<file path="src/rtl/llvs_pkg.sv">
// Package for the LRU/LFU victim selector: command codes, register indexes,
// controller state type and the command/status structs between controller and datapath.
// No dependencies.
package llvs_pkg;

  localparam logic [1:0] CMD_INSERT = 2'd0;
  localparam logic [1:0] CMD_TOUCH  = 2'd1;
  localparam logic [1:0] CMD_POP    = 2'd2;

  localparam logic CFG_POLICY_MODE  = 1'b0;
  localparam logic CFG_WEIGHT_LIMIT = 1'b1;

  localparam logic [7:0] WEIGHT_LIMIT_RESET = 8'd15;

  typedef enum logic [2:0] {
    ST_IDLE,
    ST_CHECK,
    ST_CAPTURE,
    ST_SWEEP,
    ST_UPDATE,
    ST_REMOVE,
    ST_REPLY
  } llvs_state_t;

  typedef struct packed {
    logic load_item;
    logic check;
    logic capture_s;
    logic sweep_start;
    logic write_s;
    logic remove_best;
    logic load_result;
  } llvs_ctl_t;

  typedef struct packed {
    logic bad;
    logic is_touch;
    logic is_pop;
    logic pass2;
    logic sweep_done;
    logic found;
    logic out_busy;
  } llvs_stat_t;

endpackage

</file>
<file path="src/rtl/lru_lfu_victim_selector.sv">
// Top level of the LRU/LFU victim selector: controller plus datapath.
// Depends on llvs_pkg, llvs_ctrl, llvs_dp (and llvs_ram through llvs_dp).
//
//   channel | handshake            | payload
//   --------+----------------------+--------------------------------------------------
//   cfg     | cfg_valid/cfg_ready  | cfg_index, cfg_data
//   in      | in_valid/in_ready    | cmd, slot, start_weight
//   out     | out_valid/out_ready  | victim_slot, victim_found, victim_weight, status
//
// Sweeps of the weight/rank RAM read one slot per cycle. A rejected command goes straight to
// the reply; insert and touch take one sweep, a pop a scan sweep and, with a victim, a second
// sweep. Reset clears the present bits at once, no clearing pass.
// One transaction is in work at a time; a held result stalls only the reply step.
module lru_lfu_victim_selector #(
  parameter int NUM_SLOTS   = 16,
  parameter int WEIGHT_BITS = 8
) (
  input  logic       clk,
  input  logic       rst,
  input  logic       cfg_valid,
  output logic       cfg_ready,
  input  logic       cfg_index,
  input  logic [7:0] cfg_data,
  input  logic       in_valid,
  output logic       in_ready,
  input  logic [1:0] cmd,
  input  logic [3:0] slot,
  input  logic [7:0] start_weight,
  output logic       out_valid,
  input  logic       out_ready,
  output logic [3:0] victim_slot,
  output logic       victim_found,
  output logic [7:0] victim_weight,
  output logic       status
);
  import llvs_pkg::*;

  llvs_ctl_t  ctl;
  llvs_stat_t stat;

  llvs_ctrl u_ctrl (
    .clk     (clk),
    .rst     (rst),
    .in_valid(in_valid),
    .in_ready(in_ready),
    .stat    (stat),
    .ctl     (ctl)
  );

  llvs_dp #(
    .NUM_SLOTS  (NUM_SLOTS),
    .WEIGHT_BITS(WEIGHT_BITS)
  ) u_dp (
    .clk          (clk),
    .rst          (rst),
    .cfg_valid    (cfg_valid),
    .cfg_ready    (cfg_ready),
    .cfg_index    (cfg_index),
    .cfg_data     (cfg_data),
    .cmd          (cmd),
    .slot         (slot),
    .start_weight (start_weight),
    .out_valid    (out_valid),
    .out_ready    (out_ready),
    .victim_slot  (victim_slot),
    .victim_found (victim_found),
    .victim_weight(victim_weight),
    .status       (status),
    .ctl          (ctl),
    .stat         (stat)
  );

endmodule

</file>
<file path="src/rtl/llvs_ram.sv">
// Generic single-write, single-read RAM with registered read data.
// No dependencies.
module llvs_ram #(
  parameter int WIDTH = 8,
  parameter int DEPTH = 16
) (
  input  logic                     clk,
  input  logic                     we,
  input  logic [$clog2(DEPTH)-1:0] waddr,
  input  logic [WIDTH-1:0]         wdata,
  input  logic [$clog2(DEPTH)-1:0] raddr,
  output logic [WIDTH-1:0]         rdata
);

  logic [WIDTH-1:0] mem [DEPTH];

  always_ff @(posedge clk) begin
    if (we) begin
      mem[waddr] <= wdata;
    end
    rdata <= mem[raddr];
  end

endmodule

</file>
<file path="src/rtl/llvs_ctrl.sv">
// Controller state machine of the victim selector: sequences check, sweeps and reply.
// Depends on llvs_pkg.
module llvs_ctrl (
  input  logic                clk,
  input  logic                rst,
  input  logic                in_valid,
  output logic                in_ready,
  input  llvs_pkg::llvs_stat_t stat,
  output llvs_pkg::llvs_ctl_t  ctl
);
  import llvs_pkg::*;

  llvs_state_t state;
  llvs_state_t state_next;

  always_ff @(posedge clk) begin
    if (rst) begin
      state <= ST_IDLE;
    end else begin
      state <= state_next;
    end
  end

  always_comb begin
    state_next = state;
    unique case (state)
      ST_IDLE: begin
        if (in_valid) state_next = ST_CHECK;
      end
      ST_CHECK: begin
        if (stat.bad) state_next = ST_REPLY;
        else if (stat.is_touch) state_next = ST_CAPTURE;
        else state_next = ST_SWEEP;
      end
      ST_CAPTURE: state_next = ST_SWEEP;
      ST_SWEEP: begin
        if (stat.sweep_done) begin
          priority if (!stat.is_pop) state_next = ST_UPDATE;
          else if (stat.pass2 || !stat.found) state_next = ST_REPLY;
          else state_next = ST_REMOVE;
        end
      end
      ST_UPDATE: state_next = ST_REPLY;
      ST_REMOVE: state_next = ST_SWEEP;
      ST_REPLY: begin
        if (!stat.out_busy) state_next = ST_IDLE;
      end
      default: state_next = ST_IDLE;
    endcase
  end

  always_comb begin
    ctl      = '0;
    in_ready = 1'b0;
    unique case (state)
      ST_IDLE: begin
        in_ready      = 1'b1;
        ctl.load_item = in_valid;
      end
      ST_CHECK: begin
        ctl.check       = 1'b1;
        ctl.sweep_start = !stat.bad && !stat.is_touch;
      end
      ST_CAPTURE: begin
        ctl.capture_s   = 1'b1;
        ctl.sweep_start = 1'b1;
      end
      ST_SWEEP: ;
      ST_UPDATE: ctl.write_s = 1'b1;
      ST_REMOVE: begin
        ctl.remove_best = 1'b1;
        ctl.sweep_start = 1'b1;
      end
      ST_REPLY: ctl.load_result = !stat.out_busy;
      default: ;
    endcase
  end

endmodule

</file>
<file path="src/rtl/llvs_dp.sv">
// Datapath of the victim selector: config registers, present bits, weight/rank RAM,
// sweep pipeline, victim search and output register. Depends on llvs_pkg and llvs_ram.
module llvs_dp #(
  parameter int NUM_SLOTS   = 16,
  parameter int WEIGHT_BITS = 8
) (
  input  logic                 clk,
  input  logic                 rst,
  input  logic                 cfg_valid,
  output logic                 cfg_ready,
  input  logic                 cfg_index,
  input  logic [7:0]           cfg_data,
  input  logic [1:0]           cmd,
  input  logic [3:0]           slot,
  input  logic [7:0]           start_weight,
  output logic                 out_valid,
  input  logic                 out_ready,
  output logic [3:0]           victim_slot,
  output logic                 victim_found,
  output logic [7:0]           victim_weight,
  output logic                 status,
  input  llvs_pkg::llvs_ctl_t  ctl,
  output llvs_pkg::llvs_stat_t stat
);
  import llvs_pkg::*;

  localparam int SLOT_BITS = $clog2(NUM_SLOTS);
  localparam int RAM_WIDTH = WEIGHT_BITS + SLOT_BITS;
  localparam int WIDE      = (WEIGHT_BITS > 8) ? WEIGHT_BITS : 8;
  localparam logic [SLOT_BITS-1:0] LAST_SLOT = SLOT_BITS'(NUM_SLOTS - 1);

  typedef enum logic [1:0] {
    SW_AGE_INSERT,
    SW_AGE_TOUCH,
    SW_SCAN,
    SW_AGE_POP
  } sweep_kind_t;

  logic                   policy_mode;
  logic [7:0]             weight_limit;
  logic [1:0]             item_cmd;
  logic [3:0]             item_slot;
  logic [7:0]             item_sw;
  logic                   item_rej;
  logic                   pass2;
  logic [NUM_SLOTS-1:0]   present;
  logic [WEIGHT_BITS-1:0] s_weight;
  logic [SLOT_BITS-1:0]   s_rank;
  logic                   issuing;
  logic [SLOT_BITS-1:0]   rd_cnt;
  logic                   pipe_valid;
  logic [SLOT_BITS-1:0]   pipe_addr;
  logic                   found;
  logic                   found_next;
  logic [SLOT_BITS-1:0]   best_idx;
  logic [SLOT_BITS-1:0]   best_idx_next;
  logic [WEIGHT_BITS-1:0] best_w;
  logic [WEIGHT_BITS-1:0] best_w_next;
  logic [SLOT_BITS-1:0]   best_rk;
  logic [SLOT_BITS-1:0]   best_rk_next;

  logic                   slot_ok;
  logic [SLOT_BITS-1:0]   slot_idx;
  logic                   present_s;
  logic                   is_insert;
  logic                   is_touch;
  logic                   is_pop;
  sweep_kind_t            kind;
  logic [WIDE-1:0]        lim_wide;
  logic [WIDE-1:0]        wmax_wide;
  logic [WIDE-1:0]        sw_wide;
  logic [WEIGHT_BITS-1:0] lim;
  logic [WEIGHT_BITS-1:0] new_weight;
  logic                   ram_we;
  logic [SLOT_BITS-1:0]   ram_waddr;
  logic [RAM_WIDTH-1:0]   ram_wdata;
  logic [SLOT_BITS-1:0]   ram_raddr;
  logic [RAM_WIDTH-1:0]   ram_rdata;
  logic [WEIGHT_BITS-1:0] p_w;
  logic [SLOT_BITS-1:0]   p_rk;
  logic                   p_present;
  logic                   age_we;
  logic [SLOT_BITS-1:0]   age_rank;

  assign cfg_ready = 1'b1;

  always_ff @(posedge clk) begin
    if (rst) begin
      policy_mode  <= 1'b0;
      weight_limit <= WEIGHT_LIMIT_RESET;
    end else if (cfg_valid) begin
      unique case (cfg_index)
        CFG_POLICY_MODE:  policy_mode  <= cfg_data[0];
        CFG_WEIGHT_LIMIT: weight_limit <= cfg_data;
        default: ;
      endcase
    end
  end

  assign slot_ok   = 9'(item_slot) < 9'(NUM_SLOTS);
  assign slot_idx  = SLOT_BITS'(item_slot);
  assign present_s = slot_ok && present[slot_idx];
  assign is_insert = item_cmd == CMD_INSERT;
  assign is_touch  = item_cmd == CMD_TOUCH;
  assign is_pop    = item_cmd == CMD_POP;

  always_comb begin
    priority if (is_insert) kind = SW_AGE_INSERT;
    else if (is_touch) kind = SW_AGE_TOUCH;
    else if (!pass2) kind = SW_SCAN;
    else kind = SW_AGE_POP;
  end

  always_ff @(posedge clk) begin
    if (ctl.load_item) begin
      item_cmd  <= cmd;
      item_slot <= slot;
      item_sw   <= start_weight;
    end
    if (ctl.check) begin
      item_rej <= stat.bad;
    end
    if (ctl.capture_s) begin
      s_weight <= ram_rdata[SLOT_BITS +: WEIGHT_BITS];
      s_rank   <= ram_rdata[SLOT_BITS-1:0];
    end
    if (ctl.load_item) begin
      best_idx <= '0;
      best_w   <= '0;
      best_rk  <= '0;
    end else begin
      best_idx <= best_idx_next;
      best_w   <= best_w_next;
      best_rk  <= best_rk_next;
    end
    pipe_addr <= rd_cnt;
  end

  always_ff @(posedge clk) begin
    if (rst) begin
      pass2      <= 1'b0;
      found      <= 1'b0;
      issuing    <= 1'b0;
      rd_cnt     <= '0;
      pipe_valid <= 1'b0;
      present    <= '0;
    end else begin
      pipe_valid <= issuing;
      if (ctl.load_item) begin
        pass2 <= 1'b0;
        found <= 1'b0;
      end else begin
        found <= found_next;
        if (ctl.remove_best) pass2 <= 1'b1;
      end
      if (ctl.sweep_start) begin
        issuing <= 1'b1;
        rd_cnt  <= '0;
      end else if (issuing) begin
        if (rd_cnt == LAST_SLOT) issuing <= 1'b0;
        else rd_cnt <= rd_cnt + SLOT_BITS'(1);
      end
      if (ctl.write_s && is_insert) present[slot_idx] <= 1'b1;
      else if (ctl.remove_best) present[best_idx] <= 1'b0;
    end
  end

  // Effective limit and clamped insert weight
  assign wmax_wide = WIDE'({WEIGHT_BITS{1'b1}});
  assign lim_wide  = (WIDE'(weight_limit) < wmax_wide) ? WIDE'(weight_limit) : wmax_wide;
  assign sw_wide   = WIDE'(item_sw);
  assign lim       = WEIGHT_BITS'(lim_wide);

  always_comb begin
    new_weight = '0;
    if (policy_mode) begin
      if (is_insert) begin
        new_weight = WEIGHT_BITS'((sw_wide < lim_wide) ? sw_wide : lim_wide);
      end else begin
        new_weight = (s_weight < lim) ? s_weight + WEIGHT_BITS'(1) : lim;
      end
    end
  end

  assign p_w       = ram_rdata[SLOT_BITS +: WEIGHT_BITS];
  assign p_rk      = ram_rdata[SLOT_BITS-1:0];
  assign p_present = present[pipe_addr];

  always_comb begin
    age_we        = 1'b0;
    age_rank      = p_rk;
    found_next    = found;
    best_idx_next = best_idx;
    best_w_next   = best_w;
    best_rk_next  = best_rk;
    if (pipe_valid) begin
      unique case (kind)
        SW_AGE_INSERT: begin
          age_we   = p_present;
          age_rank = p_rk + SLOT_BITS'(1);
        end
        SW_AGE_TOUCH: begin
          age_we   = p_present && (pipe_addr != slot_idx) && (p_rk < s_rank);
          age_rank = p_rk + SLOT_BITS'(1);
        end
        SW_SCAN: begin
          if (p_present && (policy_mode || p_w == '0) &&
              (!found || p_w < best_w || (p_w == best_w && p_rk > best_rk))) begin
            found_next    = 1'b1;
            best_idx_next = pipe_addr;
            best_w_next   = p_w;
            best_rk_next  = p_rk;
          end
        end
        SW_AGE_POP: begin
          age_we   = p_present && (p_rk > best_rk);
          age_rank = p_rk - SLOT_BITS'(1);
        end
        default: ;
      endcase
    end
  end

  assign ram_we    = age_we || ctl.write_s;
  assign ram_waddr = ctl.write_s ? slot_idx : pipe_addr;
  assign ram_wdata = ctl.write_s ? {new_weight, SLOT_BITS'(0)} : {p_w, age_rank};
  assign ram_raddr = issuing ? rd_cnt : slot_idx;

  llvs_ram #(
    .WIDTH(RAM_WIDTH),
    .DEPTH(NUM_SLOTS)
  ) u_ram (
    .clk  (clk),
    .we   (ram_we),
    .waddr(ram_waddr),
    .wdata(ram_wdata),
    .raddr(ram_raddr),
    .rdata(ram_rdata)
  );

  always_ff @(posedge clk) begin
    if (rst) begin
      out_valid <= 1'b0;
    end else if (ctl.load_result) begin
      out_valid <= 1'b1;
    end else if (out_ready) begin
      out_valid <= 1'b0;
    end
  end

  always_ff @(posedge clk) begin
    if (ctl.load_result) begin
      victim_slot   <= found ? 4'(best_idx) : 4'd0;
      victim_found  <= found;
      victim_weight <= found ? 8'(best_w) : 8'd0;
      status        <= item_rej;
    end
  end

  assign stat.bad = !((is_insert && slot_ok && !present_s) ||
                      (is_touch && slot_ok && present_s) || is_pop);
  assign stat.is_touch   = is_touch;
  assign stat.is_pop     = is_pop;
  assign stat.pass2      = pass2;
  assign stat.sweep_done = pipe_valid && (pipe_addr == LAST_SLOT) && !issuing;
  assign stat.found      = found_next;
  assign stat.out_busy   = out_valid && !out_ready;

endmodule

</file>
<file path="config.mk">
export PLATFORM = sky130hd
export DESIGN_NAME = lru_lfu_victim_selector
export DESIGN_NICKNAME = d
export VERILOG_FILES = /design/src/rtl/llvs_pkg.sv /design/src/rtl/lru_lfu_victim_selector.sv /design/src/rtl/llvs_ram.sv /design/src/rtl/llvs_ctrl.sv /design/src/rtl/llvs_dp.sv
export SDC_FILE = /design/constraint.sdc
export NUM_CORES = 1
export LEC_CHECK = 0
export BUFFER_PORTS_ARGS = -buffer_cell sky130_fd_sc_hd__clkbuf_2
export CORE_UTILIZATION = 46
export CTS_BUF_LIST = sky130_fd_sc_hd__clkbuf_8
export CTS_CLUSTER_DIAMETER = 120
export DETAILED_ROUTE_END_ITERATION = 10
export GPL_TIMING_DRIVEN = 0
export PLACE_DENSITY = 0.64
export SETUP_SLACK_MARGIN = 0.02
export SKIP_CTS_REPAIR_TIMING = 1
export SLEW_MARGIN = 5
export SYNTH_ARGS = -nofsm -noshare
export SYNTH_HDL_FRONTEND = slang
export SYNTH_SLANG_ARGS = --single-unit
</file>
<file path="constraint.sdc">
create_clock -name clk -period 8.6 [get_ports clk]
set_input_delay 0.43 -clock clk [delete_from_list [all_inputs] [get_ports clk]]
set_output_delay 0.43 -clock clk [all_outputs]
set_load 0.05 [all_outputs]
</file>
[Word-level counts from Yosys, hierarchy flattened]
Memories as Yosys holds them, arrays and structs flattened. A register that Yosys moved wholly into a read port is not among the register bits.
Index checks and enable logic that the tools add are counted.
Storage, ports and cells
  flip-flop bits (word level): 98
  memory bits (writable): 192
  input port bits: 28
  output and inout port bits: 17
  word-level logic and storage cells: 159
  memories kept: 1
Memories
  u_dp.u_ram.mem: words 16, width 12, read ports 1, clocked after Yosys merged registers in 1, write ports 1, RTL line llvs_ram.sv:15  | logic [WIDTH-1:0] mem [DEPTH];
Operators by class
  $add $sub $neg: 4
  $lt $le $gt $ge: 11
  eq/ne operators: 18
  mux-type cells: 51
  bitwise logic cells: 5
  reduce and logical (&&, ||, !) cells: 45
Operators with widths (count)
  two-way mux 8 bit: 5
  two-way mux 16 bit: 2
  < comparator 8 bit: 3
  two-way mux 1 bit: 24
  one-hot mux 3 bit (6 select lines): 1
  AND 16 bit: 1
  NOT 16 bit: 1
  bitwise OR 16 bit: 1
  logical AND 1 bit: 15
  < comparator 4 x 5 -> 1 bit, second input constant: 3
  two-way mux 3 bit: 5
  two-way mux 12 bit: 1
  two-way mux 4 bit: 3
  == test 3 bit, second input constant: 3
  adder 4 x 1 -> 4 bit, second input constant: 2
  adder 8 x 1 -> 8 bit, second input constant: 1
  binary-select mux 1 bit (select 4 bit): 2
  demux 1 bit (select 4 bit): 2
  == test 4 bit, second input constant: 2
  == test 8 bit: 1
  greater-or-equal comparator 4 x 1 -> 1 bit, second input constant: 2
  logical NOT 1 bit: 8
  logical NOT 8 bit: 1
  < comparator 8 bit, second input constant: 1
  21 further kinds: 44

[Logic depth before layout (Yosys ltp)]
Gate-level depths: netlist (run 1).
  depth after elaboration: 13
  gate-level depth with buffers: 9

[Hierarchy]
A second synthesis (run 1) with hierarchy kept.
Unflattened totals
  cell total of the unflattened synthesis: 898
  area total of the unflattened synthesis: 13166.4 um^2
Modules (own cells, without submodules)
  llvs_ram: instances 1, cells an instance 329, area each 7599.8 um^2, seq. area each 6005.8 um^2
  llvs_dp: instances 1, cells an instance 526, area each 5266.3 um^2, seq. area each 2312.2 um^2
  llvs_ctrl: instances 1, cells an instance 43, area each 300.3 um^2, seq. area each 60.1 um^2

[Worst setup path after synthesis (run 1)]
No wires, ideal clock.
  path type: register to register
  start: register u_ctrl.state[0]
  end: register u_dp.item_cmd[0] (enable)
  arrival: 2.829 ns
  required time: 8.216 ns
  setup slack: 5.387 ns
  stages on the path, launching flop included: 6
  clock period less this slack: 3.213 ns
  cell sequence: dfxtp_1 -> clkbuf_1 -> nor3_1 -> and2_1 -> clkbuf_1 -> clkbuf_1
RTL lines
  start: declaration: RTL line llvs_ctrl.sv:13  | llvs_state_t state;
  start signal: assignment: RTL line llvs_ctrl.sv:20  | state <= state_next;
  end signal: assignment: RTL line llvs_dp.sv:116  | item_cmd <= cmd;
  end: declaration: RTL line llvs_dp.sv:41  | logic [1:0] item_cmd;

[Worst setup path after layout (run 1)]
  start: register u_ctrl.state[0]
  end: memory u_dp.u_ram.mem[4][9] (netlist bit) (enable)
On the way
  cells in the longest elaborated chain, start to end: 5
  elaborated cells on any way between the ends: 6
Ends and longest elaborated chain
  == test 3 bit *: RTL line llvs_ctrl.sv:55  | unique case (state)
  two-way mux 1 bit *: RTL line llvs_ctrl.sv:55
  logical OR 1 bit: RTL line llvs_dp.sv:224  | assign ram_we = age_we || ctl.write_s;
  two-way mux 1 bit: RTL line llvs_ram.sv:18  | if (we) begin
  two-way mux 1 bit (implied by the code): RTL line llvs_ram.sv:19  | mem[waddr] <= wdata;
  end: declaration: RTL line llvs_ram.sv:15
Mark *: on every way between the ends. The rest lies on a longest branch, timed or not.

==> reports/metrics.csv, run 1 <==
stage;metric;value;unit
outcome;status;completed;
run;maxCapViolations;0;
route;drc;0;
route;wl;29600;um
synth;ys_seq_area_share;64.4;%
clock_tree;cts-root-buf;clkbuf_8;
synth;synth.area.top_cells;edfxtp_1, dfxtp_1, mux4_2;
route;drtAntennaViolNets;0;
power;total_power;4.27;mW
critical_path;arrival;3850;ps
final_layout;n_antenna_cell;0;
clock_tree;cts_tree;done;
route;wl_met1;12800;um
global_route;grt-ovfl-total;0;
critical_path;start_kind;register;
clock_tree;cts_buffer_depth;3;
critical_path;crit_path_start;u_ctrl.state[0]$_SDFFE_PP0P_;
synth;synthCells;925;
final_layout;syn_to_final_growth;13.7;%
synth;synth_nets;987;
synth;synth.distinct_cells;64;
floorplanning;die_y;170;um
synth;async_reset_ff_share;0;%
critical_path;crit_path_max_incr_delay;1020;ps
floorplanning;dieArea;29000;sq um
timing;tns;0;ps
floorplanning;core;27800;sq um
timing;clock_skew;28.5;ps
timing;rsz0062_at_grt;false;
synth;synth_ff_type;edfxtp_1;
global_route;grt_pass1_wl;46000;um
critical_path;worstSetupEndpoint;u_dp.u_ram.mem[4][9]$_DFFE_PP_;
route;drt_iter0_markers;725;
timing;timing.final.crit_period;3670;ps
synth;synth_edf_count;233;
timing;min_period_over_period;42.7;%
floorplanning;initial_core_util;46.8;%
final_layout;drive_above_1_share;20.1;%
route;route.vias.total;8099;
synth;synth_area;13000;sq um
global_route;grt_use_total;21.3;%
floorplanning;io_pins;45;
timing;timing.hold.ws;32.9;ps
floorplanning;die-width;170;um
power;leakagePower;5.08;nW
place;routabilityCongestion;0.899;
global_route;grt_max_degree;24;
critical_path;path_cells;clkbuf_1 > nand2b_1 > nand2b_1 > clkbuf_2 > nand2b_1 > a311oi_1 > a32oi_1 > nor2_1;
critical_path;crit_slowest_cell;nor2_1;
clock_tree;cts.sinks;302;
clock_tree;cts.htree.levels;2;
power;ir_drop;121;uV
route;vias_per_cell;5.61;
critical_path;r2r_slack;4930;ps
floorplanning;row_count;61;
power;pwr_density_cell;288;nW/um^2
timing;relSlewSlack;14.8;%
route;wl_met2;14200;um
global_route;grt_antenna_before_repair;0;
final_layout;finalNetCount;1089;
place;dp_hpwl;20500;um
place;io_buffers;41;
timing;slew_viol_final;0;
hold_path;hold_class;input port to register;
critical_path;timing.rr.end;u_dp.u_ram.mem[4][9]$_DFFE_PP_;
clock_tree;clk_pin_slew_worst_paths;60;ps
route;wl_met3;1810;um
clock_tree;cts_made_buffers;50;
synth;syn_avg_cell_area;14.1;sq um
timing;final_hold_viol_count;0;
hold_path;hp-start;slot[0];
critical_path;path_max_fanout;12;
timing;setup_violations;0;
route;wire_per_inst;20.5;um
route;drt_pass1_iterations;5;
clock_tree;clock_latency;590;ps
critical_path;ff2ff_path_depth;8;
synth;yosysTopAreaCell;edfxtp_1;
route;highest_layer;met4;
timing;max_freq;0.272;GHz
critical_path;endpoint_kind;register;
synth;synth.ff_latch_count;302;
synth;synth_warnings;0;
synth;synth_top_area_share;53.8;%
timing;worst_pin_slew;1270;ps
global_route;grt_pass1_vias;8171;
critical_path;cp_common_cell;nand2b_1;
critical_path;cp.required;8780;ps
critical_path;path_class;register to register;
critical_path;r2r_start;u_ctrl.state[0]$_SDFFE_PP0P_;
## worst max-delay path: cells and delay by family, from the launching register on
family	cells	cell delay, ps
compound gates	2	920
buf+inv	2	550
flops	1	300
simple gates	4	1520
## cells in the mapped netlist (all sizes together), types with 8 or more instances
cell / instances
a211oi: 22
a21oi: 50
a31oi: 17
and2: 26
buf: 15
clkbuf: 31
dfxtp: 69
edfxtp: 233
ha: 33
inv: 39
mux2i: 8
mux4: 55
nand2: 61
nand2b: 11
nand3: 45
nor2: 47
nor3: 11
nor4: 10
o21ai: 51
xnor2: 9
## layer usage
layer / vias up / global-route usage (%)
li1: 3769 / -
met1: 3986 / 28.5
met2: 286 / 34.9
met3: 58 / 3.40
met4: 0 / 7.95
met5: - / 0
## state kept, by name, indices dropped and copies added (netlist names), 8 cells and up
| name | cells |
|---|---|
| u_dp.s_weight | 8 |
| u_dp.u_ram.mem | 192 |
| u_dp.present | 16 |
| u_dp.item_sw | 8 |
| u_dp.u_ram.rdata | 12 |
| u_dp.best_w | 8 |
| u_dp.victim_weight | 8 |
| u_dp.weight_limit | 8 |
## how the worst min path moves through the flow
stage	cells after the start	slack [ps]	endpoint
2_1_floorplan	0	380	u_dp.pipe_addr[2]$_DFF_P_
3_3_place_gp	0	390	u_dp.pipe_addr[2]$_DFF_P_
3_5_place_dp	0	390	u_dp.pipe_addr[2]$_DFF_P_
4_1_cts	1	8	u_dp.item_sw[4]$_DFFE_PP_
5_1_grt	1	8	u_dp.item_sw[4]$_DFFE_PP_
6_report	1	30	u_dp.item_slot[0]$_DFFE_PP_
## power breakdown
group | switching [mW] | internal (mW) | total (mW)
sequential | 0.108 | 1.84 | 1.95
combinational | 0.681 | 0.397 | 1.08
clock | 0.574 | 0.663 | 1.24
## layout by cell type, fill, tap and decap left out, types with 18 or more instances in the layout
| master | Yosys | final |
|---|---|---|
| a211oi_1 | 22 | 18 |
| a21oi_1 | 49 | 48 |
| and2_1 | 26 | 26 |
| clkbuf_1 | 29 | 28 |
| clkbuf_2 | 2 | 44 |
| clkbuf_8 | 0 | 56 |
| dfxtp_1 | 69 | 69 |
| edfxtp_1 | 233 | 233 |
| ha_1 | 33 | 33 |
| inv_1 | 39 | 56 |
| mux4_2 | 55 | 55 |
| nand2_1 | 61 | 61 |
| nand3_1 | 45 | 45 |
| nor2_1 | 46 | 42 |
| o21ai_0 | 39 | 36 |
## layout make-up
type                       instances  area, sq um
fill                            2385        13000
tap                              378          473
clock buffer                      56          771
inverter                          40          150
timing repair buffer              50          277
buffer                            46          221
sequential                       302         8380
clock inverter                    35          225
multi-input combinational        537         4300
## logic make-up after synthesis
group / Yosys count / synth area share, %
simple gates: 241 / 9.30
flops: 302 / 64.4
mux: 68 / 10.6
xor+xnor: 15 / 1.01
fa+ha+maj: 34 / 3.33
compound gates: 178 / 8.51
other cells: 1 / 0.0288
buf+inv: 86 / 2.85
## through the flow
stage	cells	util, %	worst slack [ps]	area, sq um
2_1_floorplan	925	-	5390	13000
3_3_place_gp	1344	49.3	4510	13700
3_5_place_dp	1352	49.6	4920	13800
4_1_cts	1443	53.2	4880	14800
5_1_grt	1444	53.3	4580	14800
6_report	1444	53.3	4930	14800
Note: power is estimated with default switching activity, not from simulation.
==> inputs of run 2 (changes only) <==
==> constraint.sdc (replaced) <==
create_clock -name clk -period 3.7 [get_ports clk]
set_input_delay 0.185 -clock clk [delete_from_list [all_inputs] [get_ports clk]]
set_output_delay 0.185 -clock clk [all_outputs]
set_load 0.05 [all_outputs]
==> reports/metrics.csv, run 2 (synthesized netlist as in run 1, its figures left out) <==
stage;metric;value;unit;change
route;drc;0;;unchanged
power;total_power;9.94;mW;+130%
critical_path;cp.required;3880;ps;-4900 ps
final_layout;syn_to_final_growth;15.6;%;
clock_tree;cts_tree;done;;
place;routabilityCongestion;0.899;;unchanged
timing;slew_viol_final;0;;unchanged
place;placed_area;13800;sq um;unchanged
route;vias_per_cell;5.57;;-0.70%
final_layout;drive_above_1_share;20.2;%;+0.13 points
place;dp_slack;16.2;ps;-4900 ps
power;pwr_density_cell;661;nW/um^2;+130%
floorplanning;core;27800;sq um;unchanged
final_layout;reg_top3;u_dp.u_ram.mem (192), u_dp.present (16), u_dp.u_ram.rdata (12);;
power;pwr-share-seq;45.7;%;about the same
clock_tree;cts.sinks;302;;unchanged
timing;setup_ws;-1.99;ps;-4930 ps
timing;worst_pin_slew;1270;ps;-2.60 ps
timing;final_hold_viol_count;1;;+1
floorplanning;dieArea;29000;sq um;unchanged
global_route;grt_max_degree;24;;unchanged
route;drtAntennaViolNets;0;;unchanged
critical_path;r2r_slack;-2;ps;-4930 ps
clock_tree;cts_buffer_depth;3;;unchanged
place;dp_hpwl;20500;um;unchanged
power;ir_drop;282;uV;+130%
clock_tree;cts_made_buffers;50;;unchanged
run;maxCapViolations;0;;unchanged
power;p_int;6.77;mW;+130%
critical_path;ff2ff_path_depth;8;;unchanged
floorplanning;io_pins;45;;unchanged
route;drt_pass1_iterations;5;;unchanged
critical_path;arrival;3880;ps;+30 ps
route;route.vias.total;8170;;+0.88%
critical_path;worstSetupEndpoint;u_dp.u_ram.mem[1][10]$_DFFE_PP_;;
timing;max_freq;0.270;GHz;-0.86%
hold_path;hold_class;input port to register;;
final_layout;final_cell_mix;edfxtp_1, dfxtp_1, nand2_1;;
timing;setup_violations;4;;+4
clock_tree;clock_latency;590;ps;about the same
clock_tree;cts.htree.levels;2;;unchanged
final_layout;largest_reg_flops;192;;unchanged
global_route;grt_antenna_before_repair;0;;unchanged
critical_path;start_kind;register;;
timing;rsz0062_at_grt;true;;
timing;clock_skew;28.7;ps;+0.214 ps
timing;timing.hold.ws;-22.5;ps;-55.4 ps
power;p_switching;3.17;mW;+130%
floorplanning;die-width;170;um;unchanged
outcome;status;finished, violations left;;
outcome;violations;hold timing, setup timing;;
route;wire_per_inst;20.3;um;-0.81%
floorplanning;row_count;61;;unchanged
final_layout;final_common_cell;edfxtp_1;;
power;leakagePower;5.18;nW;+1.9%
global_route;grt_use_total;21.3;%;unchanged
floorplanning;initial_core_util;46.8;%;unchanged
power;combPwrFrac;25.4;%;about the same
critical_path;crit_path_start;u_ctrl.state[0]$_SDFFE_PP0P_;;
global_route;grt_pass1_wl;46000;um;unchanged
floorplanning;die_y;170;um;unchanged
clock_tree;cts-root-buf;clkbuf_8;;
place;io_buffers;41;;unchanged
timing;relSlewSlack;15.0;%;+0.17 points
route;drt_iter0_markers;725;;unchanged
global_route;grt_pass1_vias;8171;;unchanged
power;clock_power_share;28.9;%;about the same
global_route;grt-ovfl-total;0;;unchanged
power;swShare;31.9;%;-0.036 points
critical_path;path_max_fanout;12;;unchanged
timing;tns;-5.71;ps;-5.71 ps
final_layout;largest-register;u_dp.u_ram.mem;;
final_layout;n_antenna_cell;0;;unchanged
clock_tree;clk_pin_slew_worst_paths;60;ps;about the same
timing;min_period_over_period;100;%;+57 points
critical_path;path_class;register to register;;
timing;timing.final.crit_period;3700;ps;+31.8 ps
final_layout;fin_area;15000;sq um;+1.7%
final_layout;postLayoutCoreUtil;54.1;%;+0.88 points
final_layout;finalNetCount;1112;;+2.1%
route;wl;29800;um;+0.77%
critical_path;endpoint_kind;register;;
critical_path;timing.rr.end;u_dp.u_ram.mem[1][10]$_DFFE_PP_;;
critical_path;r2r_start;u_ctrl.state[0]$_SDFFE_PP0P_;;
==> run 2: power by group through the flow <==
stage	logic, mW	registers (mW)	clock network (mW)
after floorplan	1.66	4.51	0
after global placement	2.37	4.62	0
after detailed placement	2.51	4.60	0
after CTS	2.52	4.53	2.93
after global routing	2.78	4.56	3.07
final	2.53	4.54	2.87
==> run 2: worst min path at each step <==
stage / startpoint / end / slack, ps / depth (start not counted)
after floorplan: cmd[0] / u_dp.item_cmd[0]$_DFFE_PP_ / 280 / 0
after global placement: start_weight[6] / u_dp.item_sw[6]$_DFFE_PP_ / 360 / 1
after detailed placement: cmd[0] / u_dp.item_cmd[0]$_DFFE_PP_ / 360 / 1
after CTS: start_weight[4] / u_dp.item_sw[4]$_DFFE_PP_ / -240 / 1
after global routing: in_valid / u_ctrl.state[0]$_SDFFE_PP0P_ / 5 / 4
final: in_valid / u_ctrl.state[0]$_SDFFE_PP0P_ / -20 / 4
==> run 2: area by class of cell <==
class / count / area, sq um
clock inverters: 35 / 225
inverters: 40 / 150
multi-input cells: 537 / 4310
repair buffers: 73 / 507
flip-flops and latches: 302 / 8380
clock buffers: 56 / 771
plain buffers: 46 / 221
well taps: 378 / 473
fillers: 2372 / 12700
==> run 2: through the flow <==
stage,std cells,hold slack (ps)
2_1_floorplan,925,284
3_3_place_gp,1344,364
3_5_place_dp,1352,364
4_1_cts,1443,-237
5_1_grt,1467,5.22
6_report,1467,-22.5
==> run 2: per-layer routing <==
layer,part of all wire (%),track usage [%]
met1,43,28.5
met2,48,34.9
met3,5.8,3.40
met4,2.9,7.95
met5,0,0
==> run 2: worst max-delay path: stages, from the launching register on <==
cell and delay, ps:
dfxtp_1 300, clkbuf_1 290, nand2b_1 260, nand2b_1 150, clkbuf_2 240, nand2b_1 80
a311oi_1 580, a32oi_1 370, nor2_1 1030
==> inputs of run 3 (changes only) <==
--- a/config.mk
+++ b/config.mk
@@ -5,6 +5,7 @@
 export SDC_FILE = /design/constraint.sdc
 export NUM_CORES = 1
 export LEC_CHECK = 0
+export ABC_CLOCK_PERIOD_IN_PS = 3700
 export BUFFER_PORTS_ARGS = -buffer_cell sky130_fd_sc_hd__clkbuf_2
 export CORE_UTILIZATION = 46
 export CTS_BUF_LIST = sky130_fd_sc_hd__clkbuf_8
@@ -17,4 +18,5 @@
 export SLEW_MARGIN = 5
 export SYNTH_ARGS = -nofsm -noshare
 export SYNTH_HDL_FRONTEND = slang
+export SYNTH_HIERARCHICAL = 1
 export SYNTH_SLANG_ARGS = --single-unit
==> reports/metrics.csv, run 3 <==
stage;metric;value;unit;change
synth;synth_warnings;6;;+6
final_layout;instances_no_fill;1442;;-1.7%
timing;final_hold_viol_count;0;;-1
final_layout;fillers;2348;;-1.0%
timing;slew_viol_final;0;;unchanged
timing;max_freq;0.285;GHz;+5.5%
synth;synth_ff_type;edfxtp_1;;
run;maxCapViolations;0;;unchanged
final_layout;n_antenna_cell;0;;unchanged
route;route.vias.total;7938;;-2.8%
final_layout;largest-register;u_dp/u_ram/mem;;
global_route;grt-ovfl-total;0;;unchanged
power;pwr_density_cell;716;nW/um^2;+8.3%
final_layout;postLayoutCoreUtil;54.4;%;+0.27 points
place;dp.cells;1328;;-1.8%
synth;synthMostInstantiatedCell;edfxtp_1;;
final_layout;seq_area;8380;sq um;unchanged
global_route;grt_pass1_vias;7762;;-5.0%
outcome;status;completed;;
final_layout;finalNetCount;1087;;-2.2%
place;routabilityCongestion;0.873;;-2.8%
critical_path;start_kind;register;;
place;io_buffers;41;;unchanged
clock_tree;clk_pin_slew_worst_paths;70;ps;about the same
timing;setup_violations;0;;-4
route;drt_pass1_iterations;4;;-1
synth;syn_avg_cell_area;14.7;sq um;+4.3%
global_route;grt_max_degree;22;;-8.3%
synth;ys_seq_area_share;63.6;%;-0.77 points
global_route;grt_use_total;20.8;%;-0.46 points
power;leakagePower;5.36;nW;+3.5%
power;ir_drop;313;uV;+11%
route;drt_iter0_markers;504;;-30%
synth;yosysTopAreaCell;edfxtp_1;;
route;vias_per_cell;5.50;;-1.2%
synth;async_reset_ff_share;0;%;unchanged
final_layout;final_cell_mix;edfxtp_1, dfxtp_1, nand2_1;;
final_layout;reg_top3;u_dp/u_ram/mem (192), u_dp/present (16), u_dp/u_ram/rdata (12);;
timing;timing.hold.ws;33.7;ps;+56.1 ps
clock_tree;cts_made_buffers;49;;-2.0%
timing;rsz0062_at_grt;true;;
synth;synthCells;898;;-2.9%
hold_path;hold_class;input port to register;;
route;wl;29500;um;-1.0%
clock_tree;cts_buffer_depth;3;;unchanged
clock_tree;cts.htree.levels;2;;unchanged
synth;synth.distinct_cells;63;;-1.6%
floorplanning;initial_core_util;47.1;%;+0.31 points
synth;synth_top_area_share;53.1;%;-0.64 points
synth;synth_nets;960;;-2.7%
critical_path;endpoint_kind;register;;
final_layout;syn_to_final_growth;15.4;%;
route;drtAntennaViolNets;0;;unchanged
floorplanning;dieArea;29300;sq um;+1.2%
synth;synth_edf_count;233;;unchanged
final_layout;largest_reg_flops;192;;unchanged
global_route;grt_pass1_wl;44900;um;-2.4%
clock_tree;cts-root-buf;clkbuf_8;;
timing;relSlewSlack;16.9;%;+1.9 points
clock_tree;clock_latency;570;ps;-20 ps
clock_tree;cts.sinks;302;;unchanged
clock_tree;cts_tree;done;;
final_layout;drive_above_1_share;20.4;%;+0.19 points
synth;synth.area.top_cells;edfxtp_1, dfxtp_1, mux4_2;;
timing;clock_skew;20.4;ps;-8.32 ps
timing;worst_pin_slew;1240;ps;-28.7 ps
synth;synth.ff_latch_count;302;;unchanged
route;wire_per_inst;20.5;um;+0.69%
timing;min_period_over_period;94.8;%;-5.2 points
synth;synth_area;13200;sq um;+1.2%
floorplanning;io_pins;45;;unchanged
floorplanning;core;27900;sq um;+0.55%
floorplanning;die_y;171;um;+0.60%
route;drc;0;;unchanged
final_layout;final_common_cell;edfxtp_1;;
synth;yosys-top-cells-count;edfxtp_1, dfxtp_1, nand2_1, nor2_1, nand2b_1;;
floorplanning;die-width;171;um;+0.60%
floorplanning;row_count;61;;unchanged
timing;timing.final.crit_period;3510;ps;-194 ps
critical_path;cp.required;3870;ps;about the same
global_route;grt_antenna_before_repair;0;;unchanged
final_layout;multi_input_area;4530;sq um;+5.1%
critical_path;path_class;register to register;;
critical_path;path_max_fanout;12;;unchanged
place;dp_hpwl;20200;um;-1.2%
critical_path;arrival;3680;ps;-200 ps
-- run 3: per-stage QoR --
step | TNS (ps) | setup WS [ps] | area [sq um] | power (mW)
floorplan | 0 | 417 | 13200 | 7.01
finish | 0 | 192 | 15200 | 10.9
CTS | -14280 | -260 | 14900 | 10.9
detailed placement | -11650 | -238 | 14000 | 8.27
global route | -2330 | -82.1 | 15200 | 11.5
global placement | -110150 | -1660 | 13800 | 8.10
-- run 3: where the power goes --
| part | switching, mW | leakage (nW) | internal (mW) |
|---|---|---|---|
| registers | 0.275 | 2.68 | 4.42 |
| clock network | 1.27 | 0.562 | 1.35 |
| logic | 2.20 | 2.12 | 1.36 |
| total | 3.75 | 5.36 | 7.13 |
-- run 3: critical path: stages (launching register included) --
cell      delay [ps]
edfxtp_1         370
clkbuf_1         470
xor2_1           200
nor4_1            80
nor3b_1          220
a21oi_1          110
o31ai_2          430
nand3_1          260
nor2_1           970
-- run 3: layout make-up --
type / count / share of cell area [%]
Buffer: 43 / 1.65
Inverter: 31 / 0.766
Multi-Input combinational cell: 522 / 29.8
Clock buffer: 54 / 4.89
Timing Repair Buffer: 76 / 3.57
Clock inverter: 36 / 1.04
Tap cell: 378 / 3.11
Sequential cell: 302 / 55.1
-- run 3: kinds of logic (layout without fill, tap and decap cells) --
kind of cell / Yosys count / in the layout / synth area share, %
compound gates: 130 / 130 / 6.55
xor+xnor: 14 / 14 / 0.931
fa+ha+maj: 34 / 34 / 3.29
buf+inv: 74 / 240 / 2.77
flops: 302 / 302 / 63.6
mux: 90 / 90 / 12.9
other cells: 1 / 1 / 0.0285
simple gates: 253 / 253 / 9.91
-- run 3: path summary, 6_finish.rpt --
| check | endpoint | cells past startpoint | slack [ps] | start |
|---|---|---|---|---|
| worst max register to register | u_dp/u_ram/mem[13][6]$_DFFE_PP_ | 8 | 190 | u_dp/item_slot[1]$_DFFE_PP_ |
| worst max-delay path | u_dp/u_ram/mem[13][6]$_DFFE_PP_ | 8 | 190 | u_dp/item_slot[1]$_DFFE_PP_ |
| worst min-delay path | u_dp/weight_limit[7]$_SDFFE_PP0P_ | 3 | 30 | cfg_index |
| worst min register to register | u_dp/pipe_addr[3]$_DFF_P_ | 0 | 410 | u_dp/rd_cnt[3]$_SDFFE_PP0P_ |
-- run 3: metal layers --
metal / routed length [um] / track usage [%] / vias up
met3: 1690 / 3.34 / 56
li1: - / - / 3702
met4: 854 / 7.69 / 0
met1: 12900 / 28.9 / 3938
met2: 14100 / 33.1 / 242
met5: 0 / 0 / -
